$ cat src/paid_pkg.sv
`default_nettype none

package paid_pkg;

    localparam int DEPTH  = 64;
    localparam int ADDR_W = $clog2(DEPTH);
    localparam int CNT_W  = 7;
    localparam int POS_W  = 7;
    localparam int VAL_W  = 32;
    localparam int FUNC_W = 3;

    typedef enum logic [FUNC_W-1:0] {
        FN_CLEAR  = 3'd0,
        FN_APPEND = 3'd1,
        FN_INSERT = 3'd2,
        FN_DELETE = 3'd3,
        FN_DUMP   = 3'd4
    } func_t;

    typedef enum logic [1:0] {
        STAT_OK     = 2'd0,
        STAT_BADPOS = 2'd1,
        STAT_EMPTY  = 2'd2,
        STAT_FULL   = 2'd3
    } status_t;

    typedef enum logic [2:0] {
        ST_IDLE,
        ST_INS_SHIFT,
        ST_INS_WRITE,
        ST_DEL_GOT,
        ST_DEL_SHIFT,
        ST_DUMP
    } ctrl_state_t;

    typedef enum logic [2:0] {
        RA_ZERO,
        RA_CNT_M1,
        RA_POS_M1,
        RA_IDX_M2,
        RA_IDX_P1,
        RA_IDX_P2
    } raddr_sel_t;

    typedef enum logic [1:0] {
        WA_CNT,
        WA_IDX,
        WA_POS_M1
    } waddr_sel_t;

    typedef enum logic [1:0] {
        WD_VALUE,
        WD_VAL_REG,
        WD_RDATA
    } wdata_sel_t;

    typedef enum logic [2:0] {
        IDX_HOLD,
        IDX_CNT,
        IDX_POS_M1,
        IDX_ZERO,
        IDX_INC,
        IDX_DEC
    } idx_op_t;

    typedef enum logic [1:0] {
        CNT_HOLD,
        CNT_CLEAR,
        CNT_INC,
        CNT_DEC
    } cnt_op_t;

    typedef enum logic [1:0] {
        DS_ZERO,
        DS_RDATA,
        DS_GOT
    } data_sel_t;

    typedef struct packed {
        logic       latch;
        raddr_sel_t raddr_sel;
        logic       we;
        waddr_sel_t waddr_sel;
        wdata_sel_t wdata_sel;
        idx_op_t    idx_op;
        cnt_op_t    cnt_op;
        logic       got_load;
        logic       emit;
        status_t    status;
        data_sel_t  data_sel;
        logic       last;
    } dp_cmd_t;

    typedef struct packed {
        logic empty;
        logic full;
        logic ins_pos_ok;
        logic ins_at_end;
        logic del_pos_ok;
        logic idx_at_pos;
        logic idx_last;
        logic idx_last2;
    } dp_sts_t;

endpackage

`default_nettype wire

$ cat src/paid_ram.sv
`default_nettype none

module paid_ram #(
    parameter int WIDTH = 32,
    parameter int DEPTH = 64
) (
    input  wire logic                     clk,
    input  wire logic                     we,
    input  wire logic [$clog2(DEPTH)-1:0] waddr,
    input  wire logic [WIDTH-1:0]         wdata,
    input  wire logic [$clog2(DEPTH)-1:0] raddr,
    output logic      [WIDTH-1:0]         rdata
);

    logic [WIDTH-1:0] mem [DEPTH];

    always_ff @(posedge clk)
    begin
        if (we)
        begin
            mem[waddr] <= wdata;
        end
        rdata <= mem[raddr];
    end

endmodule

`default_nettype wire

$ cat src/paid_ctrl.sv
`default_nettype none

module paid_ctrl
    import paid_pkg::*;
(
    input  wire logic              clk,
    input  wire logic              rst_n,
    input  wire logic              start,
    input  wire logic [FUNC_W-1:0] func,
    input  wire dp_sts_t           sts,
    output logic                   busy,
    output dp_cmd_t                cmd
);

    ctrl_state_t state_reg;
    ctrl_state_t state_next;

    always_ff @(posedge clk or negedge rst_n)
    begin
        if (!rst_n)
        begin
            state_reg <= ST_IDLE;
        end
        else
        begin
            state_reg <= state_next;
        end
    end

    assign busy = (state_reg != ST_IDLE);

    always_comb
    begin
        state_next = state_reg;
        unique case (state_reg)
            ST_IDLE:
            begin
                if (start)
                begin
                    unique case (func_t'(func))
                        FN_INSERT:
                        begin
                            if (sts.ins_pos_ok && !sts.full && !sts.ins_at_end)
                            begin
                                state_next = ST_INS_SHIFT;
                            end
                        end
                        FN_DELETE:
                        begin
                            if (!sts.empty && sts.del_pos_ok)
                            begin
                                state_next = ST_DEL_GOT;
                            end
                        end
                        FN_DUMP:
                        begin
                            if (!sts.empty)
                            begin
                                state_next = ST_DUMP;
                            end
                        end
                        default:
                        begin
                            state_next = ST_IDLE;
                        end
                    endcase
                end
            end
            ST_INS_SHIFT:
            begin
                if (sts.idx_at_pos)
                begin
                    state_next = ST_INS_WRITE;
                end
            end
            ST_INS_WRITE:
            begin
                state_next = ST_IDLE;
            end
            ST_DEL_GOT:
            begin
                state_next = sts.idx_last ? ST_IDLE : ST_DEL_SHIFT;
            end
            ST_DEL_SHIFT:
            begin
                if (sts.idx_last2)
                begin
                    state_next = ST_IDLE;
                end
            end
            ST_DUMP:
            begin
                if (sts.idx_last)
                begin
                    state_next = ST_IDLE;
                end
            end
            default:
            begin
                state_next = ST_IDLE;
            end
        endcase
    end

    always_comb
    begin
        cmd           = '0;
        cmd.raddr_sel = RA_ZERO;
        cmd.waddr_sel = WA_CNT;
        cmd.wdata_sel = WD_VALUE;
        cmd.idx_op    = IDX_HOLD;
        cmd.cnt_op    = CNT_HOLD;
        cmd.status    = STAT_OK;
        cmd.data_sel  = DS_ZERO;
        unique case (state_reg)
            ST_IDLE:
            begin
                if (start)
                begin
                    cmd.last = 1'b1;
                    unique case (func_t'(func))
                        FN_CLEAR:
                        begin
                            cmd.cnt_op = CNT_CLEAR;
                            cmd.emit   = 1'b1;
                        end
                        FN_APPEND:
                        begin
                            cmd.emit = 1'b1;
                            if (sts.full)
                            begin
                                cmd.status = STAT_FULL;
                            end
                            else
                            begin
                                cmd.we     = 1'b1;
                                cmd.cnt_op = CNT_INC;
                            end
                        end
                        FN_INSERT:
                        begin
                            if (!sts.ins_pos_ok)
                            begin
                                cmd.emit   = 1'b1;
                                cmd.status = STAT_BADPOS;
                            end
                            else if (sts.full)
                            begin
                                cmd.emit   = 1'b1;
                                cmd.status = STAT_FULL;
                            end
                            else if (sts.ins_at_end)
                            begin
                                cmd.emit   = 1'b1;
                                cmd.we     = 1'b1;
                                cmd.cnt_op = CNT_INC;
                            end
                            else
                            begin
                                cmd.latch     = 1'b1;
                                cmd.raddr_sel = RA_CNT_M1;
                                cmd.idx_op    = IDX_CNT;
                            end
                        end
                        FN_DELETE:
                        begin
                            if (sts.empty)
                            begin
                                cmd.emit   = 1'b1;
                                cmd.status = STAT_EMPTY;
                            end
                            else if (!sts.del_pos_ok)
                            begin
                                cmd.emit   = 1'b1;
                                cmd.status = STAT_BADPOS;
                            end
                            else
                            begin
                                cmd.latch     = 1'b1;
                                cmd.raddr_sel = RA_POS_M1;
                                cmd.idx_op    = IDX_POS_M1;
                            end
                        end
                        FN_DUMP:
                        begin
                            if (sts.empty)
                            begin
                                cmd.emit   = 1'b1;
                                cmd.status = STAT_EMPTY;
                            end
                            else
                            begin
                                cmd.raddr_sel = RA_ZERO;
                                cmd.idx_op    = IDX_ZERO;
                            end
                        end
                        default:
                        begin
                            cmd.emit = 1'b1;
                        end
                    endcase
                end
            end
            ST_INS_SHIFT:
            begin
                cmd.we        = 1'b1;
                cmd.waddr_sel = WA_IDX;
                cmd.wdata_sel = WD_RDATA;
                if (!sts.idx_at_pos)
                begin
                    cmd.idx_op    = IDX_DEC;
                    cmd.raddr_sel = RA_IDX_M2;
                end
            end
            ST_INS_WRITE:
            begin
                cmd.we        = 1'b1;
                cmd.waddr_sel = WA_POS_M1;
                cmd.wdata_sel = WD_VAL_REG;
                cmd.cnt_op    = CNT_INC;
                cmd.emit      = 1'b1;
                cmd.last      = 1'b1;
            end
            ST_DEL_GOT:
            begin
                cmd.got_load = 1'b1;
                if (sts.idx_last)
                begin
                    cmd.cnt_op   = CNT_DEC;
                    cmd.emit     = 1'b1;
                    cmd.data_sel = DS_RDATA;
                    cmd.last     = 1'b1;
                end
                else
                begin
                    cmd.raddr_sel = RA_IDX_P1;
                end
            end
            ST_DEL_SHIFT:
            begin
                cmd.we        = 1'b1;
                cmd.waddr_sel = WA_IDX;
                cmd.wdata_sel = WD_RDATA;
                if (sts.idx_last2)
                begin
                    cmd.cnt_op   = CNT_DEC;
                    cmd.emit     = 1'b1;
                    cmd.data_sel = DS_GOT;
                    cmd.last     = 1'b1;
                end
                else
                begin
                    cmd.idx_op    = IDX_INC;
                    cmd.raddr_sel = RA_IDX_P2;
                end
            end
            ST_DUMP:
            begin
                cmd.emit     = 1'b1;
                cmd.data_sel = DS_RDATA;
                cmd.last     = sts.idx_last;
                if (!sts.idx_last)
                begin
                    cmd.idx_op    = IDX_INC;
                    cmd.raddr_sel = RA_IDX_P1;
                end
            end
            default:
            begin
                cmd.emit = 1'b0;
            end
        endcase
    end

endmodule

`default_nettype wire

$ cat src/paid_dp.sv
`default_nettype none

module paid_dp
    import paid_pkg::*;
(
    input  wire logic                    clk,
    input  wire logic                    rst_n,
    input  wire dp_cmd_t                 cmd,
    input  wire logic [POS_W-1:0]        position,
    input  wire logic signed [VAL_W-1:0] value,
    output dp_sts_t                      sts,
    output logic                         valid,
    output logic [1:0]                   status,
    output logic signed [VAL_W-1:0]      data,
    output logic [CNT_W-1:0]             count_now,
    output logic                         last
);

    logic [CNT_W-1:0]        count_reg;
    logic [CNT_W-1:0]        count_next;
    logic [POS_W-1:0]        pos_reg;
    logic [VAL_W-1:0]        val_reg;
    logic [ADDR_W-1:0]       idx_reg;
    logic [ADDR_W-1:0]       idx_next;
    logic [VAL_W-1:0]        got_reg;
    logic                    valid_reg;
    logic [1:0]              status_reg;
    logic signed [VAL_W-1:0] data_reg;
    logic [CNT_W-1:0]        count_now_reg;
    logic                    last_reg;

    logic [ADDR_W-1:0]       raddr;
    logic [ADDR_W-1:0]       waddr;
    logic [VAL_W-1:0]        wdata;
    logic [VAL_W-1:0]        rdata;
    logic [CNT_W-1:0]        cnt_m1;
    logic [POS_W-1:0]        pos_in_m1;
    logic [POS_W-1:0]        pos_reg_m1;
    logic [CNT_W:0]          cnt_p1;
    logic [CNT_W-1:0]        idx_ext;
    logic [VAL_W-1:0]        data_mux;

    assign cnt_m1     = count_reg - CNT_W'(1);
    assign cnt_p1     = {1'b0, count_reg} + (CNT_W+1)'(1);
    assign pos_in_m1  = position - POS_W'(1);
    assign pos_reg_m1 = pos_reg - POS_W'(1);
    assign idx_ext    = CNT_W'(idx_reg);

    assign sts.empty      = (count_reg == '0);
    assign sts.full       = (count_reg >= CNT_W'(DEPTH));
    assign sts.ins_pos_ok = (position != '0) && ({1'b0, position} <= cnt_p1);
    assign sts.ins_at_end = ({1'b0, position} == cnt_p1);
    assign sts.del_pos_ok = (position != '0) && (position <= count_reg);
    assign sts.idx_at_pos = (idx_ext == pos_reg);
    assign sts.idx_last   = (idx_ext + CNT_W'(1) == count_reg);
    assign sts.idx_last2  = (idx_ext + CNT_W'(2) == count_reg);

    always_comb
    begin
        case (cmd.raddr_sel)
            RA_CNT_M1: raddr = cnt_m1[ADDR_W-1:0];
            RA_POS_M1: raddr = pos_in_m1[ADDR_W-1:0];
            RA_IDX_M2: raddr = idx_reg - ADDR_W'(2);
            RA_IDX_P1: raddr = idx_reg + ADDR_W'(1);
            RA_IDX_P2: raddr = idx_reg + ADDR_W'(2);
            default:   raddr = '0;
        endcase
    end

    always_comb
    begin
        case (cmd.waddr_sel)
            WA_IDX:    waddr = idx_reg;
            WA_POS_M1: waddr = pos_reg_m1[ADDR_W-1:0];
            default:   waddr = count_reg[ADDR_W-1:0];
        endcase
    end

    always_comb
    begin
        case (cmd.wdata_sel)
            WD_VAL_REG: wdata = val_reg;
            WD_RDATA:   wdata = rdata;
            default:    wdata = value;
        endcase
    end

    always_comb
    begin
        case (cmd.idx_op)
            IDX_CNT:    idx_next = count_reg[ADDR_W-1:0];
            IDX_POS_M1: idx_next = pos_in_m1[ADDR_W-1:0];
            IDX_ZERO:   idx_next = '0;
            IDX_INC:    idx_next = idx_reg + ADDR_W'(1);
            IDX_DEC:    idx_next = idx_reg - ADDR_W'(1);
            default:    idx_next = idx_reg;
        endcase
    end

    always_comb
    begin
        case (cmd.cnt_op)
            CNT_CLEAR: count_next = '0;
            CNT_INC:   count_next = count_reg + CNT_W'(1);
            CNT_DEC:   count_next = cnt_m1;
            default:   count_next = count_reg;
        endcase
    end

    always_comb
    begin
        case (cmd.data_sel)
            DS_RDATA: data_mux = rdata;
            DS_GOT:   data_mux = got_reg;
            default:  data_mux = '0;
        endcase
    end

    paid_ram #(
        .WIDTH (VAL_W),
        .DEPTH (DEPTH)
    ) u_ram (
        .clk   (clk),
        .we    (cmd.we),
        .waddr (waddr),
        .wdata (wdata),
        .raddr (raddr),
        .rdata (rdata)
    );

    always_ff @(posedge clk or negedge rst_n)
    begin
        if (!rst_n)
        begin
            count_reg <= '0;
            valid_reg <= 1'b0;
        end
        else
        begin
            count_reg <= count_next;
            valid_reg <= cmd.emit;
        end
    end

    always_ff @(posedge clk)
    begin
        idx_reg <= idx_next;
        if (cmd.latch)
        begin
            pos_reg <= position;
            val_reg <= value;
        end
        if (cmd.got_load)
        begin
            got_reg <= rdata;
        end
        if (cmd.emit)
        begin
            status_reg    <= cmd.status;
            data_reg      <= data_mux;
            count_now_reg <= count_next;
            last_reg      <= cmd.last;
        end
    end

    assign valid     = valid_reg;
    assign status    = status_reg;
    assign data      = data_reg;
    assign count_now = count_now_reg;
    assign last      = last_reg;

endmodule

`default_nettype wire

$ cat src/positional_array_insert_delete.sv
// Ordered list of up to DEPTH signed 32-bit values with clear, append,
// insert-at-position, delete-at-position and dump commands.
// Input: a command transfer happens on a clock edge with start high and
// busy low; func, position and value are sampled there.
// Output: each result is held on status/data/count_now/last for one cycle
// while valid is high. The receiver cannot stall; results are never held.
// Every result register is loaded in the cycle after the decision.
//   Clear, append, unused codes, rejected commands and insert at count+1:
//   result in the next cycle, busy stays low, one command per cycle.
//   Insert at p (p <= count): the entries from p upward move up one place,
//   top first, through the single RAM write port; then value is written at p.
//   Delete at p: read of the entry, then each entry above it moves down
//   one place; the deleted entry is the result.
//   Dump: count results on consecutive cycles, last on the final one;
//   busy stays high while the entries are read out.
// Reset: count goes to zero and the controller to idle. RAM contents are
// not cleared; entries at or above the count are never read.
`default_nettype none

module positional_array_insert_delete
    import paid_pkg::*;
(
    input  wire logic                    clk,
    input  wire logic                    rst_n,
    input  wire logic                    start,
    output logic                         busy,
    input  wire logic [FUNC_W-1:0]       func,
    input  wire logic [POS_W-1:0]        position,
    input  wire logic signed [VAL_W-1:0] value,
    output logic                         valid,
    output logic [1:0]                   status,
    output logic signed [VAL_W-1:0]      data,
    output logic [CNT_W-1:0]             count_now,
    output logic                         last
);

    dp_cmd_t cmd;
    dp_sts_t sts;

    paid_ctrl u_ctrl (
        .clk   (clk),
        .rst_n (rst_n),
        .start (start),
        .func  (func),
        .sts   (sts),
        .busy  (busy),
        .cmd   (cmd)
    );

    paid_dp u_dp (
        .clk       (clk),
        .rst_n     (rst_n),
        .cmd       (cmd),
        .position  (position),
        .value     (value),
        .sts       (sts),
        .valid     (valid),
        .status    (status),
        .data      (data),
        .count_now (count_now),
        .last      (last)
    );

endmodule

`default_nettype wire

$ cat config.mk
export PLATFORM = sky130hd
export DESIGN_NAME = positional_array_insert_delete
export DESIGN_NICKNAME = d
export VERILOG_FILES = /design/src/paid_pkg.sv /design/src/paid_ram.sv /design/src/paid_ctrl.sv /design/src/paid_dp.sv /design/src/positional_array_insert_delete.sv
export SDC_FILE = /design/constraint.sdc
export NUM_CORES = 2
export LEC_CHECK = 0
export BUFFER_PORTS_ARGS = -buffer_cell sky130_fd_sc_hd__buf_2
export CAP_MARGIN = 10
export CORE_MARGIN = 2
export CORE_UTILIZATION = 25
export DETAILED_ROUTE_END_ITERATION = 12
export PLACE_DENSITY = 0.45
export SLEW_MARGIN = 0
export SYNTH_ARGS = -nofsm -noshare
export SYNTH_HDL_FRONTEND = slang
export SYNTH_HIERARCHICAL = 1
export SYNTH_SLANG_ARGS = --single-unit
$ cat constraint.sdc
create_clock -name clk -period 8.51 [get_ports clk]
set_input_delay 1.2765 -clock clk [delete_from_list [all_inputs] [get_ports clk]]
set_output_delay 1.2765 -clock clk [all_outputs]
set_load 0.05 [all_outputs]
-- After elaboration in Yosys (flattened, before gate mapping)
Memories as Yosys holds them, arrays and structs flattened. A register that Yosys moved wholly into a read port is not among the register bits.
Index checks and enable logic that the tools add are counted.
- bits in registers: 130
- memory bits (writable): 2048
- input bits: 45
- output and inout bits: 44
- memories kept: 1
- memory list (memory ; words ; width ; read ports ; clocked after Yosys merged registers in ; wr ports ; line ; RTL):
    u_dp.u_ram.mem ; 64 ; 32 ; 1 ; 1 ; 1 ; paid_ram.sv:15 ; logic [WIDTH-1:0] mem [DEPTH];
- $add $sub $neg: 11
- $lt $le $gt $ge: 3
- equality and inequality tests: 39
- mux-type cells: 70
- reduce and logical (&&, ||, !) cells: 20
- operators by type and width (operator ; number):
    32-bit one-hot mux with 2 select lines ; 2
    6-bit one-hot mux with 5 select lines ; 2
    3-bit two-way mux ; 18
    5-bit two-way mux ; 6
    3-bit by 2-bit equality test with 1-bit output, second input constant ; 8
    3-bit one-hot mux with 4 select lines ; 2
    3-bit equality test, second input constant ; 7
    7-bit one-hot mux with 3 select lines ; 1
    2-bit two-way mux ; 9
    3-bit one-hot mux with 3 select lines ; 2
    6-bit by 1-bit subtractor with 6-bit output, second input constant ; 3
    2-bit one-hot mux with 4 select lines ; 2
    3-bit one-hot mux with 5 select lines ; 1
    7-bit equality test ; 2
    3-bit by 1-bit equality test with 1-bit output, second input constant ; 4
    4-bit two-way mux ; 3
    2-bit one-hot mux with 3 select lines ; 2
    6-bit one-hot mux with 2 select lines ; 1
    1-bit two-way mux ; 11
    2-bit equality test, second input constant ; 5
    7-bit by 1-bit adder with 8-bit output, second input constant ; 1
    2-bit by 1-bit equality test with 1-bit output, second input constant ; 4
    7-bit by 8-bit equality test with 1-bit output ; 1
    7-bit by 8-bit less-or-equal comparator with 1-bit output ; 1
    31 further kinds ; 45

-- Logic depth before layout (Yosys ltp)
- depth in word-level cells: 10
- gate-level depth with buffers: 29
- mapped depth without buffers: 24

-- Hierarchy
The synthesis kept the hierarchy.
- by module, submodules not included (module ; instances ; cells each ; area each (um^2) ; sequential area each (um^2)):
    paid_ram ; 1 ; 3370 ; 78779.3 ; 62139.6
    paid_dp ; 1 ; 632 ; 6989.2 ; 3773.6
    paid_ctrl ; 1 ; 95 ; 678.2 ; 75.1

-- Worst setup path after synthesis
Ideal clock, no wire load.
- path kind: input -> register
- from: input port position[1]
- to: memory u_dp.u_ram.mem[32][0], enable pin
- arrival: 5.762 ns
- required time: 8.049 ns
- path slack: 2.287 ns
- stages on the path: 12
- cell sequence: ha_1 -> nor2b_1 -> o211ai_1 -> a21oi_1 -> a211oi_1 -> o21a_1 -> nand4b_1 -> a2111o_1 -> o221ai_1 -> nand3b_1 -> or3_1 -> nor3_1
- RTL lines (item ; line ; RTL):
    from (decl) ; positional_array_insert_delete.sv:28 ; input wire logic [POS_W-1:0] position,
    to (decl) ; paid_ram.sv:15 ;

==> results.ini <==
[status]
status = complete, no violations

[place]
numPortBuffers = 88
gp_congestion = 0.8249
dp_hpwl_um = 162700

[critical_path]
crit_chain = ha_1, and3_1, nand3_1, xnor2_1, ha_1, nand3_1, a21oi_1, a211oi_1, o21a_1, nor4b_1, nand3_1, o21ai_1, buf_4, nand2_1, fa_1, o21ai_0, a31oi_4, buf_12, or2_2, o22ai_1, nor2_1, a21oi_1, nor2_1
cp_max_fo = 21
worst_r2r_startpoint = u_dp/count_reg[1]
crit_path_start_kind = register
path_buf_inv = 2
r2r.worst_path.cells = 23
required_ns = 9.32
critPathArrivalTime_ns = 8.44
crit_family = simple AND/OR/NAND/NOR gates
critPathKind = reg -> reg
crit_top_cell = nand3_1
cp.depth = 23
slowest_stage = a31oi_4
startpoint = u_dp/count_reg[1]
critPathCaptureType = register
cpPeakStageDelay_ns = 0.84

[route]
antenna_left = 0
drt_pass1_iterations = 6
drt_iter0_drc = 5003
vias = 43300
drc = 0
wl_per_cell_um = 28.84
via_per_inst = 4.738
wl_um = 263600

[cts]
cts_max_level = 4
cts_made_buffers = 233
clockBufferDepth = 4
cts_setup_buffers = 0
clkTransAtPathRegs_ns = 0.07
cts_tree = done
insertion_delay_ns = 0.90
cts.repair.resized = 0
hold_buffers = 0
clockRootBuffer = clkbuf_16
clock-sinks = 2210

[sta]
fmax_mhz = 130.9
period_share_pct = 89.76
rsz0062_at_grt = false
tightestPinTransition_ns = 1.221
hold_viol_final = 0
final-max-slew-violation-count = 0
fin_setup_tns_ns = 0
skew_ns = 0.06182
setup_viol = 0
relSlewSlack_pct = 18.59
min_period_ns = 7.638

[finish]
nets = 4452
drive_above_1_share_pct = 27.46
regMostFlops = u_dp/u_ram/mem
syn_to_final_growth_pct = 17.03
largest_reg_flops = 2048

[synthesis]
yosysWarningCount = 6
syn-cell-area_mm2 = 0.08645
yosysSeqAreaShare_pct = 76.33
syn_inst = 4097
synthFlopType = edfxtp_1
synth_edf_count = 2167
synth_seq_cells = 2210
synth-async-reset-ratio_pct = 0.4977
ys_types = 77
synth_area_per_cell_um2 = 21.10
syn_nets = 4175

[global_route]
grt_overflow = 0
grt_usage_pct = 14.78
antenna_found_initial = 26
grt_pass1_vias = 43290
grt_first_pass_wirelength_um = 363100
grt_max_degree = 71

[floorplan]
start_util_pct = 25.16
core_mm2 = 0.3435
num_rows = 215
io_pins = 89
die_w_um = 592.0
die_h_um = 592.0
die_area_mm2 = 0.3505

[min_path]
hp-class = in -> async

[flow_run]
maxCapViolCount = 0

==> final timing paths <==
path | slack, ns | endpoint
hold reg to reg | 0.58 | u_dp/data[30]
hold / removal | 0.29 | u_dp/count_reg[5]
setup reg to reg | 0.87 | u_dp/u_ram/rdata[11]
max in group asynchronous | 7.96 | u_dp/valid
min in group clk | 0.57 | u_dp/val_reg[27]
setup / recovery | 0.87 | u_dp/u_ram/rdata[11]
==> kinds of logic after synthesis <==
family / Yosys count / synth area share, %
AND/OR/NAND/NOR: 432 / 2.355
XOR/XNOR: 51 / 0.5167
multiplexers: 655 / 15.15
flip-flops: 2210 / 76.33
AO/OA/AOI/OAI: 440 / 3.433
adder cells (fa/ha/maj): 33 / 0.4863
buffers and inverters: 276 / 1.728
==> final cells by class <==
| type | count | area, um^2 |
|---|---|---|
| well taps | 4557 | 5702 |
| flip-flops and latches | 2210 | 65990 |
| inverters | 31 | 116.4 |
| clock buffers | 287 | 6115 |
| repair buffers | 287 | 2160 |
| diodes | 20 | 50.05 |
| multi-input cells | 1611 | 19910 |
| fillers | 33330 | 242400 |
| clock inverters | 137 | 1125 |
==> synthesized netlist by cell type, types with 4 or more instances <==
master	count	area share, %
a211o_1	4	0.041
a211oi_1	20	0.17
a21o_1	6	0.052
a21oi_1	86	0.50
a221oi_1	22	0.22
a22o_1	8	0.081
a22oi_1	71	0.62
a311oi_1	12	0.12
a31oi_1	10	0.072
a32o_1	4	0.046
and3_1	8	0.058
buf_1	15	0.065
buf_2	46	0.27
buf_4	34	0.30
buf_6	29	0.38
buf_8	4	0.069
clkbuf_1	116	0.50
dfrtp_1	11	0.32
dfxtp_1	32	0.74
edfxtp_1	2167	75
ha_1	32	0.46
inv_1	30	0.13
mux2_1	6	0.078
mux2_2	9	0.12
mux2i_1	119	1.4
mux4_2	521	14
nand2_1	86	0.37
nand2b_1	19	0.14
nand3_1	23	0.13
nand3b_1	7	0.061
nand4_1	6	0.043
nor2_1	198	0.86
nor2b_1	25	0.18
nor3_1	14	0.081
nor3b_1	6	0.052
nor4_1	9	0.065
nor4b_1	4	0.041
o211ai_1	7	0.061
o21ai_0	50	0.29
o221ai_1	29	0.29
o22ai_1	92	0.67
or3_1	4	0.029
xnor2_1	31	0.31
xor2_1	20	0.20
==> placed cells by master (no fill, tap or decap), types with 47 or more instances in the layout <==
cell	Yosys	routed
a22oi_1	71	71
edfxtp_1	2167	2167
mux4_2	521	521
mux2i_1	119	119
clkbuf_16	0	234
clkinv_1	1	62
nand2_1	86	86
buf_2	46	88
o22ai_1	92	90
clkbuf_1	116	47
nor2_1	198	135
buf_4	34	181
nor2_4	0	62
a21oi_1	86	85
==> worst register-to-register path, cell delays in order, from the launching register on <==
cell and delay (ns):
dfrtp_1 0.55, ha_1 0.32, and3_1 0.26, nand3_1 0.11, xnor2_1 0.27, ha_1 0.30, nand3_1 0.13, a21oi_1 0.06
a211oi_1 0.21, o21a_1 0.26, nor4b_1 0.51, nand3_1 0.14, o21ai_1 0.11, buf_4 0.28, nand2_1 0.18, fa_1 0.52
o21ai_0 0.14, a31oi_4 0.84, buf_12 0.29, or2_2 0.63, o22ai_1 0.35, nor2_1 0.54, a21oi_1 0.39, nor2_1 0.17
==> through the flow <==
stage	instance area, um^2	util [%]	cells	setup slack [ns]	hold WS (ns)
finish	101200	29.45	9140	0.8716	0.2946
floorplan	86450	-	4097	2.287	0.4318
global placement	93870	27.33	8695	0.6787	0.5689
global route	101100	29.44	9123	0.3801	0.2578
CTS	101100	29.43	9119	0.9084	0.2208
detailed placement	93870	27.33	8695	0.8304	0.5619
==> metal layers <==
layer / GRT usage (%) / vias to the layer above / wire length (um)
met5: 0 / - / 42
met4: 3.454 / 8 / 5901
met3: 2.773 / 309 / 16120
met2: 24.06 / 1457 / 126200
met1: 20.39 / 23750 / 115300
li1: - / 17780 / -
Power is left out: the tool's default activity adds up to more than one toggle a clock period on the data nets, which glitch-free logic cannot reach.
